**src/rtl/core/tifn_pkg.sv**
```systemverilog
// tifn_pkg: shared types and constants of the telnet iac filter and negotiator
// no dependencies; used by every module under rtl/core
`default_nettype none

package tifn_pkg;

    // telnet command bytes
    localparam logic [7:0] TN_IAC  = 8'hFF;
    localparam logic [7:0] TN_SB   = 8'hFA;
    localparam logic [7:0] TN_SE   = 8'hF0;
    localparam logic [7:0] TN_WILL = 8'hFB;
    localparam logic [7:0] TN_WONT = 8'hFC;
    localparam logic [7:0] TN_DO   = 8'hFD;
    localparam logic [7:0] TN_DONT = 8'hFE;

    // telnet options
    localparam logic [7:0] OPT_BINARY = 8'h00;
    localparam logic [7:0] OPT_ECHO   = 8'h01;
    localparam logic [7:0] OPT_SGA    = 8'h03;
    localparam logic [7:0] OPT_TTYPE  = 8'h18;
    localparam logic [7:0] OPT_NAWS   = 8'h1F;

    // pending verb, coded as verb minus WILL
    localparam logic [1:0] VERB_WILL = 2'd0;
    localparam logic [1:0] VERB_DO   = 2'd2;

    // input word kinds
    localparam logic [1:0] ACT_LINK  = 2'd0;
    localparam logic [1:0] ACT_SEND  = 2'd1;
    localparam logic [1:0] ACT_RESET = 2'd2;

    // output destinations
    localparam logic [1:0] DEST_TERM = 2'd0;
    localparam logic [1:0] DEST_LINK = 2'd1;
    localparam logic [1:0] DEST_DISC = 2'd2;

    // configuration register indexes
    localparam logic [1:0] REG_COLS = 2'd0;
    localparam logic [1:0] REG_ROWS = 2'd1;
    localparam logic [1:0] REG_ANSI = 2'd2;

    // job queue between parser and expander
    localparam int QUEUE_DEPTH = 4;
    localparam int QPTR_W      = 2;

    typedef enum logic [2:0] {
        PH_DATA    = 3'd0,
        PH_IAC     = 3'd1,
        PH_OPT     = 3'd2,
        PH_SB_OPT  = 3'd3,
        PH_SB_DATA = 3'd4
    } t_phase;

    typedef enum logic [2:0] {
        JOB_TERM   = 3'd0,  // one byte to terminal
        JOB_LINK1  = 3'd1,  // one byte to link
        JOB_LINK2  = 3'd2,  // doubled iac to link
        JOB_REPLY  = 3'd3,  // iac, verb, option
        JOB_NAWS   = 3'd4,  // will naws plus window size subneg
        JOB_TTYPE  = 3'd5,  // terminal type answer
        JOB_DISC   = 3'd6   // disconnect request
    } t_job_kind;

    typedef struct packed {
        t_job_kind  kind;
        logic [7:0] b0;
        logic [7:0] b1;
    } t_job;

    typedef struct packed {
        logic [1:0] dest;
        logic [7:0] data;
        logic       last;
    } t_beat;

endpackage

`default_nettype wire

```
**src/rtl/core/tifn_front.sv**
```systemverilog
// tifn_front: telnet parser, turns accepted input words into output jobs
// depends on tifn_pkg
`default_nettype none

module tifn_front #(
    parameter int SUBNEG_LIMIT = 4096
) (
    input  wire               i_clk,
    input  wire               i_rst_n,
    input  wire               i_accept,
    input  wire  [1:0]        i_action,
    input  wire  [7:0]        i_byte,
    output logic              o_push,
    output tifn_pkg::t_job    o_job
);

    localparam int CW = $clog2(SUBNEG_LIMIT + 1);

    tifn_pkg::t_phase r_phase, n_phase;
    logic [1:0]       r_verb, n_verb;
    logic [7:0]       r_sb_opt, n_sb_opt;
    logic             r_prev_iac, n_prev_iac;
    logic [CW-1:0]    r_count, n_count;
    logic             r_seen, n_seen;

    logic [CW-1:0]    w_cnt_inc;
    logic             w_sb_end;
    logic             w_overrun;

    assign w_cnt_inc = r_count + CW'(1);
    assign w_sb_end  = r_prev_iac && (i_byte == tifn_pkg::TN_SE);
    assign w_overrun = (w_cnt_inc >= CW'(SUBNEG_LIMIT));

    // next state
    always_comb begin
        n_phase    = r_phase;
        n_verb     = r_verb;
        n_sb_opt   = r_sb_opt;
        n_prev_iac = r_prev_iac;
        n_count    = r_count;
        n_seen     = r_seen;
        if (i_accept) begin
            case (i_action)
                tifn_pkg::ACT_LINK: begin
                    case (r_phase)
                        tifn_pkg::PH_DATA: begin
                            if (i_byte == tifn_pkg::TN_IAC) begin
                                n_seen  = 1'b1;
                                n_phase = tifn_pkg::PH_IAC;
                            end
                        end
                        tifn_pkg::PH_IAC: begin
                            if (i_byte inside {[tifn_pkg::TN_WILL:tifn_pkg::TN_DONT]}) begin
                                n_verb  = 2'(i_byte - tifn_pkg::TN_WILL);
                                n_phase = tifn_pkg::PH_OPT;
                            end else if (i_byte == tifn_pkg::TN_SB) begin
                                n_phase = tifn_pkg::PH_SB_OPT;
                            end else begin
                                n_phase = tifn_pkg::PH_DATA;
                            end
                        end
                        tifn_pkg::PH_OPT: begin
                            n_phase = tifn_pkg::PH_DATA;
                        end
                        tifn_pkg::PH_SB_OPT: begin
                            n_sb_opt   = i_byte;
                            n_prev_iac = 1'b0;
                            n_count    = '0;
                            n_phase    = tifn_pkg::PH_SB_DATA;
                        end
                        tifn_pkg::PH_SB_DATA: begin
                            if (w_sb_end) begin
                                n_phase = tifn_pkg::PH_DATA;
                            end else if (w_overrun) begin
                                n_phase    = tifn_pkg::PH_DATA;
                                n_verb     = '0;
                                n_sb_opt   = '0;
                                n_prev_iac = 1'b0;
                                n_count    = '0;
                                n_seen     = 1'b0;
                            end else begin
                                n_prev_iac = (i_byte == tifn_pkg::TN_IAC);
                                n_count    = w_cnt_inc;
                            end
                        end
                        default: begin
                            n_phase = tifn_pkg::PH_DATA;
                        end
                    endcase
                end
                tifn_pkg::ACT_RESET: begin
                    n_phase    = tifn_pkg::PH_DATA;
                    n_verb     = '0;
                    n_sb_opt   = '0;
                    n_prev_iac = 1'b0;
                    n_count    = '0;
                    n_seen     = 1'b0;
                end
                default: begin
                end
            endcase
        end
    end

    // job output
    always_comb begin
        o_push   = 1'b0;
        o_job.kind = tifn_pkg::JOB_TERM;
        o_job.b0 = i_byte;
        o_job.b1 = i_byte;
        if (i_accept) begin
            case (i_action)
                tifn_pkg::ACT_LINK: begin
                    case (r_phase)
                        tifn_pkg::PH_DATA: begin
                            o_push = (i_byte != tifn_pkg::TN_IAC);
                        end
                        tifn_pkg::PH_IAC: begin
                            o_push = (i_byte == tifn_pkg::TN_IAC);
                        end
                        tifn_pkg::PH_OPT: begin
                            if (r_verb == tifn_pkg::VERB_DO) begin
                                o_push = 1'b1;
                                if (i_byte == tifn_pkg::OPT_NAWS) begin
                                    o_job.kind = tifn_pkg::JOB_NAWS;
                                end else begin
                                    o_job.kind = tifn_pkg::JOB_REPLY;
                                    o_job.b0 = (i_byte == tifn_pkg::OPT_BINARY ||
                                                i_byte == tifn_pkg::OPT_TTYPE) ?
                                               tifn_pkg::TN_WILL : tifn_pkg::TN_WONT;
                                end
                            end else if (r_verb == tifn_pkg::VERB_WILL) begin
                                o_push     = 1'b1;
                                o_job.kind = tifn_pkg::JOB_REPLY;
                                o_job.b0   = (i_byte == tifn_pkg::OPT_ECHO ||
                                              i_byte == tifn_pkg::OPT_SGA) ?
                                             tifn_pkg::TN_DO : tifn_pkg::TN_DONT;
                            end
                        end
                        tifn_pkg::PH_SB_DATA: begin
                            if (w_sb_end) begin
                                o_push     = (r_sb_opt == tifn_pkg::OPT_TTYPE);
                                o_job.kind = tifn_pkg::JOB_TTYPE;
                            end else if (w_overrun) begin
                                o_push     = 1'b1;
                                o_job.kind = tifn_pkg::JOB_DISC;
                            end
                        end
                        default: begin
                        end
                    endcase
                end
                tifn_pkg::ACT_SEND: begin
                    o_push     = 1'b1;
                    o_job.kind = (i_byte == tifn_pkg::TN_IAC && r_seen) ?
                                 tifn_pkg::JOB_LINK2 : tifn_pkg::JOB_LINK1;
                end
                default: begin
                end
            endcase
        end
    end

    always_ff @(posedge i_clk) begin
        if (!i_rst_n) begin
            r_phase    <= tifn_pkg::PH_DATA;
            r_verb     <= '0;
            r_sb_opt   <= '0;
            r_prev_iac <= 1'b0;
            r_count    <= '0;
            r_seen     <= 1'b0;
        end else begin
            r_phase    <= n_phase;
            r_verb     <= n_verb;
            r_sb_opt   <= n_sb_opt;
            r_prev_iac <= n_prev_iac;
            r_count    <= n_count;
            r_seen     <= n_seen;
        end
    end

endmodule

`default_nettype wire

```
**src/rtl/core/tifn_queue.sv**
```systemverilog
// tifn_queue: short job queue between parser and expander
// depends on tifn_pkg
`default_nettype none

module tifn_queue (
    input  wire               i_clk,
    input  wire               i_rst_n,
    input  wire               i_push,
    input  tifn_pkg::t_job    i_job,
    input  wire               i_pop,
    output logic              o_full,
    output logic              o_nonempty,
    output tifn_pkg::t_job    o_head
);

    tifn_pkg::t_job                 r_mem [tifn_pkg::QUEUE_DEPTH];
    logic [tifn_pkg::QPTR_W-1:0]    r_wr_ptr, r_rd_ptr;
    logic [tifn_pkg::QPTR_W:0]      r_count;

    assign o_full     = (r_count == (tifn_pkg::QPTR_W + 1)'(tifn_pkg::QUEUE_DEPTH));
    assign o_nonempty = (r_count != '0);
    assign o_head     = r_mem[r_rd_ptr];

    always_ff @(posedge i_clk) begin
        if (i_push) begin
            r_mem[r_wr_ptr] <= i_job;
        end
    end

    always_ff @(posedge i_clk) begin
        if (!i_rst_n) begin
            r_wr_ptr <= '0;
            r_rd_ptr <= '0;
            r_count  <= '0;
        end else begin
            if (i_push) begin
                r_wr_ptr <= r_wr_ptr + 1'b1;
            end
            if (i_pop) begin
                r_rd_ptr <= r_rd_ptr + 1'b1;
            end
            case ({i_push, i_pop})
                2'b10:   r_count <= r_count + 1'b1;
                2'b01:   r_count <= r_count - 1'b1;
                default: r_count <= r_count;
            endcase
        end
    end

endmodule

`default_nettype wire

```
**src/rtl/core/tifn_back.sv**
```systemverilog
// tifn_back: expands queued jobs into output words, one per cycle while a job waits and the receiver is ready
// depends on tifn_pkg
`default_nettype none

module tifn_back (
    input  wire               i_clk,
    input  wire               i_rst_n,
    input  wire               i_nonempty,
    input  tifn_pkg::t_job    i_head,
    output logic              o_pop,
    input  wire  [7:0]        i_columns,
    input  wire  [7:0]        i_rows,
    input  wire               i_ansi,
    output logic              o_tvalid,
    input  wire               i_tready,
    output logic [7:0]        o_tdata,
    output logic [1:0]        o_tuser,
    output logic              o_tlast
);

    logic [3:0]        r_idx;
    logic              r_valid;
    logic [7:0]        r_data;
    logic [1:0]        r_user;
    logic              r_last;
    logic              w_load;
    tifn_pkg::t_beat   w_beat;

    // word number idx of a job
    function automatic tifn_pkg::t_beat job_beat(
        input tifn_pkg::t_job j,
        input logic [3:0]     idx,
        input logic [7:0]     cols,
        input logic [7:0]     rows,
        input logic           ansi
    );
        tifn_pkg::t_beat b;
        b.dest = tifn_pkg::DEST_LINK;
        b.data = tifn_pkg::TN_IAC;
        b.last = 1'b0;
        case (j.kind)
            tifn_pkg::JOB_TERM: begin
                b.dest = tifn_pkg::DEST_TERM;
                b.data = j.b0;
                b.last = 1'b1;
            end
            tifn_pkg::JOB_LINK1: begin
                b.data = j.b0;
                b.last = 1'b1;
            end
            tifn_pkg::JOB_LINK2: begin
                b.last = (idx == 4'd1);
            end
            tifn_pkg::JOB_REPLY: begin
                case (idx)
                    4'd0:    b.data = tifn_pkg::TN_IAC;
                    4'd1:    b.data = j.b0;
                    default: b.data = j.b1;
                endcase
                b.last = (idx == 4'd2);
            end
            tifn_pkg::JOB_NAWS: begin
                case (idx)
                    4'd0:    b.data = tifn_pkg::TN_IAC;
                    4'd1:    b.data = tifn_pkg::TN_WILL;
                    4'd2:    b.data = tifn_pkg::OPT_NAWS;
                    4'd3:    b.data = tifn_pkg::TN_IAC;
                    4'd4:    b.data = tifn_pkg::TN_SB;
                    4'd5:    b.data = tifn_pkg::OPT_NAWS;
                    4'd6:    b.data = 8'h00;
                    4'd7:    b.data = cols;
                    4'd8:    b.data = 8'h00;
                    4'd9:    b.data = rows;
                    4'd10:   b.data = tifn_pkg::TN_IAC;
                    default: b.data = tifn_pkg::TN_SE;
                endcase
                b.last = (idx == 4'd11);
            end
            tifn_pkg::JOB_TTYPE: begin
                case (idx)
                    4'd0:    b.data = tifn_pkg::TN_IAC;
                    4'd1:    b.data = tifn_pkg::TN_SB;
                    4'd2:    b.data = tifn_pkg::OPT_TTYPE;
                    4'd3:    b.data = 8'h00;
                    4'd4:    b.data = ansi ? "A" : "C";
                    4'd5:    b.data = ansi ? "N" : "B";
                    4'd6:    b.data = ansi ? "S" : "M";
                    4'd7:    b.data = ansi ? "I" : tifn_pkg::TN_IAC;
                    4'd8:    b.data = ansi ? tifn_pkg::TN_IAC : tifn_pkg::TN_SE;
                    default: b.data = tifn_pkg::TN_SE;
                endcase
                b.last = ansi ? (idx == 4'd9) : (idx == 4'd8);
            end
            tifn_pkg::JOB_DISC: begin
                b.dest = tifn_pkg::DEST_DISC;
                b.data = 8'h00;
                b.last = 1'b1;
            end
            default: begin
                b.last = 1'b1;
            end
        endcase
        return b;
    endfunction

    assign w_beat   = job_beat(i_head, r_idx, i_columns, i_rows, i_ansi);
    assign w_load   = i_nonempty && (!r_valid || i_tready);
    assign o_pop    = w_load && w_beat.last;
    assign o_tvalid = r_valid;
    assign o_tdata  = r_data;
    assign o_tuser  = r_user;
    assign o_tlast  = r_last;

    always_ff @(posedge i_clk) begin
        if (w_load) begin
            r_data <= w_beat.data;
            r_user <= w_beat.dest;
            r_last <= w_beat.last;
        end
    end

    always_ff @(posedge i_clk) begin
        if (!i_rst_n) begin
            r_valid <= 1'b0;
            r_idx   <= '0;
        end else begin
            if (w_load) begin
                r_valid <= 1'b1;
                r_idx   <= w_beat.last ? 4'd0 : r_idx + 4'd1;
            end else if (i_tready) begin
                r_valid <= 1'b0;
            end
        end
    end

endmodule

`default_nettype wire

```
**src/rtl/core/telnet_iac_filter_negotiator.sv**
```systemverilog
// telnet_iac_filter_negotiator: top level, config registers and the three stages
// depends on tifn_pkg, tifn_front, tifn_queue, tifn_back
//
// usage
//   slave stream: tuser carries the action (link byte, outgoing byte, session reset),
//   tdata carries the byte. the parser takes a word in every cycle the job queue has
//   room; a word that gives results becomes one job in a four-entry queue.
//   master stream: tuser is the destination (terminal, link, disconnect), tdata the
//   byte, tlast marks the final word caused by one input word.
//   a taken input word's job is registered in the queue, then its first result word
//   in the output register. throughput: one input word per cycle while each word
//   gives at most one result; a job of n result words holds the expander until all n
//   are sent (up to 12 for a window size reply), and the queue absorbs such bursts
//   before the input backs up. a receiver stall holds the output register; the queue
//   then fills and tready drops. reset clears the parser, queue and output register
//   and loads the config registers with 40 columns, 25 rows and the cbm terminal type.
//   config writes take effect at once and are meant to happen while idle.
`default_nettype none

module telnet_iac_filter_negotiator #(
    parameter int SUBNEG_LIMIT = 4096
) (
    input  wire         i_clk,
    input  wire         i_rst_n,
    // slave stream
    input  wire         i_s_axis_tvalid,
    output logic        o_s_axis_tready,
    input  wire  [7:0]  i_s_axis_tdata,    // [7:0] byte_in
    input  wire  [1:0]  i_s_axis_tuser,    // [1:0] action
    // master stream
    output logic        o_m_axis_tvalid,
    input  wire         i_m_axis_tready,
    output logic [7:0]  o_m_axis_tdata,    // [7:0] byte_out
    output logic [1:0]  o_m_axis_tuser,    // [1:0] destination
    output logic        o_m_axis_tlast,
    // config write port
    input  wire         i_cfg_we,
    input  wire  [1:0]  i_cfg_index,
    input  wire  [7:0]  i_cfg_data
);

    logic [7:0]       r_columns;
    logic [7:0]       r_rows;
    logic             r_ansi;

    logic             w_full;
    logic             w_accept;
    logic             w_push;
    logic             w_pop;
    logic             w_nonempty;
    tifn_pkg::t_job   w_job;
    tifn_pkg::t_job   w_head;

    // config registers
    always_ff @(posedge i_clk) begin
        if (!i_rst_n) begin
            r_columns <= 8'd40;
            r_rows    <= 8'd25;
            r_ansi    <= 1'b0;
        end else if (i_cfg_we) begin
            case (i_cfg_index)
                tifn_pkg::REG_COLS: r_columns <= i_cfg_data;
                tifn_pkg::REG_ROWS: r_rows    <= i_cfg_data;
                tifn_pkg::REG_ANSI: r_ansi    <= i_cfg_data[0];
                default: begin
                end
            endcase
        end
    end

    // take a word whenever the queue can hold its job
    assign o_s_axis_tready = !w_full;
    assign w_accept        = i_s_axis_tvalid && !w_full;

    tifn_front #(
        .SUBNEG_LIMIT (SUBNEG_LIMIT)
    ) u_front (
        .i_clk    (i_clk),
        .i_rst_n  (i_rst_n),
        .i_accept (w_accept),
        .i_action (i_s_axis_tuser),
        .i_byte   (i_s_axis_tdata),
        .o_push   (w_push),
        .o_job    (w_job)
    );

    tifn_queue u_queue (
        .i_clk      (i_clk),
        .i_rst_n    (i_rst_n),
        .i_push     (w_push),
        .i_job      (w_job),
        .i_pop      (w_pop),
        .o_full     (w_full),
        .o_nonempty (w_nonempty),
        .o_head     (w_head)
    );

    tifn_back u_back (
        .i_clk      (i_clk),
        .i_rst_n    (i_rst_n),
        .i_nonempty (w_nonempty),
        .i_head     (w_head),
        .o_pop      (w_pop),
        .i_columns  (r_columns),
        .i_rows     (r_rows),
        .i_ansi     (r_ansi),
        .o_tvalid   (o_m_axis_tvalid),
        .i_tready   (i_m_axis_tready),
        .o_tdata    (o_m_axis_tdata),
        .o_tuser    (o_m_axis_tuser),
        .o_tlast    (o_m_axis_tlast)
    );

endmodule

`default_nettype wire
```
**config.mk**
```make
export PLATFORM = sky130hd
export DESIGN_NAME = telnet_iac_filter_negotiator
export DESIGN_NICKNAME = d
export VERILOG_FILES = /design/src/rtl/core/tifn_pkg.sv /design/src/rtl/core/tifn_front.sv /design/src/rtl/core/tifn_queue.sv /design/src/rtl/core/tifn_back.sv /design/src/rtl/core/telnet_iac_filter_negotiator.sv
export SDC_FILE = /design/constraint.sdc
export NUM_CORES = 1
export LEC_CHECK = 0
export ABC_AREA = 0
export BUFFER_PORTS_ARGS = -buffer_cell sky130_fd_sc_hd__buf_2
export CAP_MARGIN = 0
export CORE_ASPECT_RATIO = 1.5
export CORE_MARGIN = 1.5
export CORE_UTILIZATION = 35
export CTS_CLUSTER_DIAMETER = 30
export DETAILED_ROUTE_END_ITERATION = 8
export GPL_ROUTABILITY_DRIVEN = 0
export GPL_TIMING_DRIVEN = 0
export HOLD_SLACK_MARGIN = 0.15
export SLEW_MARGIN = 5
export SYNTH_ARGS = -nofsm -noshare
export SYNTH_HDL_FRONTEND = slang
export SYNTH_SLANG_ARGS = --single-unit
```
**constraint.sdc**
```tcl
create_clock -name i_clk -period 5.6 [get_ports i_clk]
set_input_delay 1.68 -clock i_clk [delete_from_list [all_inputs] [get_ports i_clk]]
set_output_delay 1.68 -clock i_clk [all_outputs]
set_load 0.02 [all_outputs]
```
==> flow_summary.html <==
<table>
<tr><th>Metric</th><th>Value</th></tr>
<tr><th colspan="2">Cells and area</th></tr>
<tr><td>Post-route cell area</td><td>8474 µm²</td></tr>
<tr><td>Number of antenna cells inserted</td><td>0</td></tr>
<tr><td>Core utilization of the finished layout</td><td>0.4054</td></tr>
<tr><td>NumNets Final</td><td>746</td></tr>
<tr><td>Proportion of layout cells with a drive suffix above 1</td><td>0.1725</td></tr>
<tr><td>Layout area overhead</td><td>14.60%</td></tr>
<tr><td>Final-layout fill cell count</td><td>1998</td></tr>
<tr><th colspan="2">Drt</th></tr>
<tr><td>Initial DRT Pass Iterations</td><td>7</td></tr>
<tr><td>Wire length reported by the detailed router</td><td>17690 µm</td></tr>
<tr><td>Via count normalized by instance count</td><td>5.415</td></tr>
<tr><td>Starting DRC count in detailed routing</td><td>320</td></tr>
<tr><td>Post-detailed-route wirelength per cell</td><td>17.92 µm</td></tr>
<tr><td>DRT antenna net count</td><td>0</td></tr>
<tr><td>Total vias in the final route</td><td>5345</td></tr>
<tr><td>DR DRC count</td><td>0</td></tr>
<tr><th colspan="2">Logic synthesis</th></tr>
<tr><td>Netlist Area Pre-Place</td><td>7395 µm²</td></tr>
<tr><td>Sequential area share after synthesis</td><td>0.5130</td></tr>
<tr><td>Number of storage elements in the synthesis netlist</td><td>146</td></tr>
<tr><td>Most used flip-flop cell after synthesis</td><td>sky130_fd_sc_hd__edfxtp_1</td></tr>
<tr><td>Share of Yosys cell area claimed by the top area cell type</td><td>0.3533</td></tr>
<tr><td>Number of distinct library cells after synthesis</td><td>86</td></tr>
<tr><td>Syn_nets</td><td>692</td></tr>
<tr><td>Yosys synthesis warning count</td><td>0</td></tr>
<tr><td>Fraction of registers with async set/reset</td><td>0</td></tr>
<tr><td>Library cell with the largest summed area after synthesis</td><td>sky130_fd_sc_hd__edfxtp_1</td></tr>
<tr><td>Synth cell count leaders</td><td>87 x sky130_fd_sc_hd__edfxtp_1, 59 x sky130_fd_sc_hd__dfxtp_1, 59 x sky130_fd_sc_hd__nand2_1</td></tr>
<tr><td>Number of instances in the synthesized netlist</td><td>652</td></tr>
<tr><td>Synthesized area divided by synthesized cell count</td><td>11.34 µm²</td></tr>
<tr><td>EDFF count, synth</td><td>87</td></tr>
<tr><td>Library cell with the highest instance count after synthesis</td><td>sky130_fd_sc_hd__edfxtp_1</td></tr>
<tr><td>Cell types occupying the most area after synthesis</td><td>sky130_fd_sc_hd__edfxtp_1 35%, sky130_fd_sc_hd__dfxtp_1 16%, sky130_fd_sc_hd__mux4_2 5.8%</td></tr>
<tr><th colspan="2">Timing</th></tr>
<tr><td>Hold violation total from the final report</td><td>0</td></tr>
<tr><td>Transition time at the pin with the least slew margin</td><td>1032 ps</td></tr>
<tr><td>Shortest clock period the worst path allows after layout</td><td>4183 ps</td></tr>
<tr><td>Final Slew Violations</td><td>0</td></tr>
<tr><td>Final setup fails</td><td>0</td></tr>
<tr><td>Largest clock skew in the final design</td><td>13.68 ps</td></tr>
<tr><td>Setup repair after global routing missed its margin</td><td>no</td></tr>
<tr><td>Worst max-slew margin expressed relative to the limit</td><td>0.3118</td></tr>
<tr><td>Crit share post-route</td><td>0.7470</td></tr>
<tr><td>Achievable Freq</td><td>239.1 MHz</td></tr>
<tr><td>Total Neg Setup Slack</td><td>0 ps</td></tr>
<tr><th colspan="2">Placed design</th></tr>
<tr><td>HPWL reported at the end of detailed placement</td><td>12910 µm</td></tr>
<tr><td>Number of buffer cells added on primary ports</td><td>35</td></tr>
<tr><td>Cell Area, Placed</td><td>7905 µm²</td></tr>
<tr><th colspan="2">Hold path</th></tr>
<tr><td>Type of the tightest min-delay check</td><td>reg -&gt; reg</td></tr>
<tr><td>Cells on Worst Hold Path</td><td>2</td></tr>
<tr><td>Endpoint, Worst Hold</td><td>u_front.r_sb_opt[5]</td></tr>
<tr><td>Worst Hold Launch</td><td>u_front.r_sb_opt[5]</td></tr>
<tr><th colspan="2">GRT</th></tr>
<tr><td>Vias in the first global route</td><td>5328</td></tr>
<tr><td>Number of antenna violations at the first check in global routing</td><td>0</td></tr>
<tr><td>Largest net degree at the start of global routing</td><td>20</td></tr>
<tr><td>Grt ovf</td><td>0</td></tr>
<tr><td>Global-route usage over all layers</td><td>0.1687</td></tr>
<tr><td>First-pass GRT wire length</td><td>28130 µm</td></tr>
<tr><th colspan="2">Clocking</th></tr>
<tr><td>Number of gates given a new drive strength after cts</td><td>0</td></tr>
<tr><td>CTS max path bufs</td><td>2</td></tr>
<tr><td>Clock tree from TritonCTS</td><td>built</td></tr>
<tr><td>Total CTS buffers</td><td>17</td></tr>
<tr><td>Clock latency of the later-clocked register in the worst-skew pair</td><td>430 ps</td></tr>
<tr><td>Hold buffer count at CTS</td><td>0</td></tr>
<tr><td>Buffer count from post-CTS setup fixing</td><td>0</td></tr>
<tr><td>Clock transition at the registers of the reported paths</td><td>60 ps</td></tr>
<tr><td>Clock Root Buffer</td><td>sky130_fd_sc_hd__clkbuf_16</td></tr>
<tr><td>Clock Sinks</td><td>146</td></tr>
<tr><td>Number of levels the H-tree was split into</td><td>4</td></tr>
<tr><th colspan="2">Floorplanning</th></tr>
<tr><td>IO Pins</td><td>38</td></tr>
<tr><td>Die Span Y</td><td>181.0 µm</td></tr>
<tr><td>Starting utilization of the core area</td><td>0.3538</td></tr>
<tr><td>Std cell rows</td><td>65</td></tr>
<tr><td>Die area</td><td>22030 µm²</td></tr>
<tr><td>Die boundary width</td><td>121.7 µm</td></tr>
<tr><td>Core outline area</td><td>20900 µm²</td></tr>
<tr><th colspan="2">Power and ir drop</th></tr>
<tr><td>Total chip power</td><td>3.462 mW</td></tr>
<tr><td>Power density normalized to cell area</td><td>408.6 nW/µm²</td></tr>
<tr><td>Max VDD drop</td><td>0.2404 mV</td></tr>
<tr><td>Reported leakage power</td><td>2.880 nW</td></tr>
<tr><th colspan="2">Run</th></tr>
<tr><td>Max-Cap Viols</td><td>0</td></tr>
<tr><th colspan="2">Setup path</th></tr>
<tr><td>Category of the most critical setup path</td><td>in -&gt; reg</td></tr>
<tr><td>Register-to-register path setup slack</td><td>2300 ps</td></tr>
<tr><td>Number of cell instances on the worst register-to-register path</td><td>11</td></tr>
<tr><td>Worst Setup Start Kind</td><td>input pin</td></tr>
<tr><td>Critical register-to-register path startpoint</td><td>u_front.r_count[0]</td></tr>
<tr><td>Kind of capture point of the worst setup path</td><td>flop</td></tr>
<tr><td>Worst flop-to-flop path endpoint</td><td>u_queue.r_count[2]</td></tr>
<tr><td>Critical-path maximum fanout</td><td>8</td></tr>
<tr><td>Required time reported for the critical path endpoint</td><td>5960 ps</td></tr>
<tr><td>Critical path data arrival time</td><td>4540 ps</td></tr>
<tr><th colspan="2">Outcome</th></tr>
<tr><td>Run status</td><td>finished, final reports clean</td></tr>
</table>
[kinds of logic (layout without fill, tap and decap cells)]
kind of cell | count (synthesis) | in the layout | share of synthesized area
simple gates | 217 | 217 | 0.1613
compound gates | 156 | 156 | 0.1514
flops | 146 | 146 | 0.5130
buf+inv | 55 | 122 | 0.03079
mux | 53 | 53 | 0.1041
fa+ha+maj | 16 | 16 | 0.02775
xor+xnor | 9 | 9 | 0.01168
[power breakdown]
part	internal, mW	total [mW]	switching [mW]
logic	0.392	1.02	0.625
registers	1.29	1.34	0.0524
clock network	0.622	1.10	0.478
total	2.31	3.46	1.16
[per-stage QoR]
stage               hold WS (ps)  worst slack, ps  cells
floorplan                  427.6             1599    652
global placement           441.3            984.3    955
detailed placement         451.1            954.2    955
CTS                        461.1             1400    987
global route               480.9             1247    987
finish                     456.4             1417    987
[state kept, by name (all words and copies together) (netlist names), 3 cells and up, named ones only]
signal	flops
r_columns	8
r_rows	8
u_back.o_tdata	8
u_back.r_idx	4
u_front.r_count	13
u_front.r_phase	3
u_front.r_sb_opt	8
u_queue.r_count	3
u_queue.r_mem	76
[critical path: stages]
cell                       delay [ps]
sky130_fd_sc_hd__buf_2            150
sky130_fd_sc_hd__inv_1            190
sky130_fd_sc_hd__ha_1             240
sky130_fd_sc_hd__and4bb_2         330
sky130_fd_sc_hd__nand2_1          140
sky130_fd_sc_hd__a31o_1           250
sky130_fd_sc_hd__o211ai_2         240
sky130_fd_sc_hd__inv_2            100
sky130_fd_sc_hd__ha_1             240
sky130_fd_sc_hd__fa_1             380
sky130_fd_sc_hd__xnor2_1          150
sky130_fd_sc_hd__or3_1            310
sky130_fd_sc_hd__a21oi_1          140
[how the worst max path moves through the flow]
stage                            startpoint            endpoint  slack, ps  cells after the start
final                     i_s_axis_tdata[0]  u_queue.r_count[2]       1420                     13
after global routing      i_s_axis_tdata[2]  u_queue.r_count[2]       1250                     12
after CTS                 i_s_axis_tdata[0]  u_queue.r_count[2]       1400                     13
after detailed placement  i_s_axis_tdata[0]  u_queue.r_count[2]        950                     13
after global placement    i_s_axis_tdata[0]  u_queue.r_count[2]        980                     13
after floorplan           i_s_axis_tdata[2]  u_queue.r_count[2]       1600                     11
[cell usage in the layout (no fill, tap or decap), types with 5 or more instances in the layout]
| cell type | n |
|---|---|
| sky130_fd_sc_hd__a211oi_1 | 6 |
| sky130_fd_sc_hd__a21oi_1 | 32 |
| sky130_fd_sc_hd__a22oi_1 | 14 |
| sky130_fd_sc_hd__a31oi_1 | 6 |
| sky130_fd_sc_hd__and2_1 | 6 |
| sky130_fd_sc_hd__buf_2 | 40 |
| sky130_fd_sc_hd__clkbuf_1 | 22 |
| sky130_fd_sc_hd__clkbuf_16 | 17 |
| sky130_fd_sc_hd__dfxtp_1 | 59 |
| sky130_fd_sc_hd__edfxtp_1 | 87 |
| sky130_fd_sc_hd__ha_1 | 14 |
| sky130_fd_sc_hd__inv_1 | 18 |
| sky130_fd_sc_hd__inv_6 | 8 |
| sky130_fd_sc_hd__mux2i_1 | 33 |
| sky130_fd_sc_hd__mux4_2 | 19 |
| sky130_fd_sc_hd__nand2_1 | 59 |
| sky130_fd_sc_hd__nand2b_1 | 7 |
| sky130_fd_sc_hd__nand3_1 | 15 |
| sky130_fd_sc_hd__nand3b_1 | 6 |
| sky130_fd_sc_hd__nand4_1 | 6 |
| sky130_fd_sc_hd__nor2_1 | 44 |
| sky130_fd_sc_hd__nor2b_1 | 6 |
| sky130_fd_sc_hd__nor3_1 | 14 |
| sky130_fd_sc_hd__o211ai_1 | 10 |
| sky130_fd_sc_hd__o21ai_0 | 22 |
| sky130_fd_sc_hd__o22ai_1 | 9 |
| sky130_fd_sc_hd__o31ai_1 | 6 |
| sky130_fd_sc_hd__o41ai_1 | 5 |
| sky130_fd_sc_hd__or3_1 | 7 |
| sky130_fd_sc_hd__xor2_1 | 5 |
[routing by layer]
metal,routed length (µm),part of all wire,track usage
met3,525,0.030,0.03346
met1,7113,0.40,0.1847
met5,0,0,0
met4,594,0.034,0.07671
met2,9455,0.53,0.3082
[cell type report]
type,count,area [µm²],share of cell area
sequential,146,3794,0.4477
buffer,34,148.9,0.01757
multi-input combinational,451,3373,0.3981
clock inverter,15,143.9,0.01698
clock buffer,17,425.4,0.05020
tap,268,335.3,0.03957
inverter,21,78.83,0.009302
timing repair buffer,35,175.2,0.02067
(Power assumes the default switching activity.)
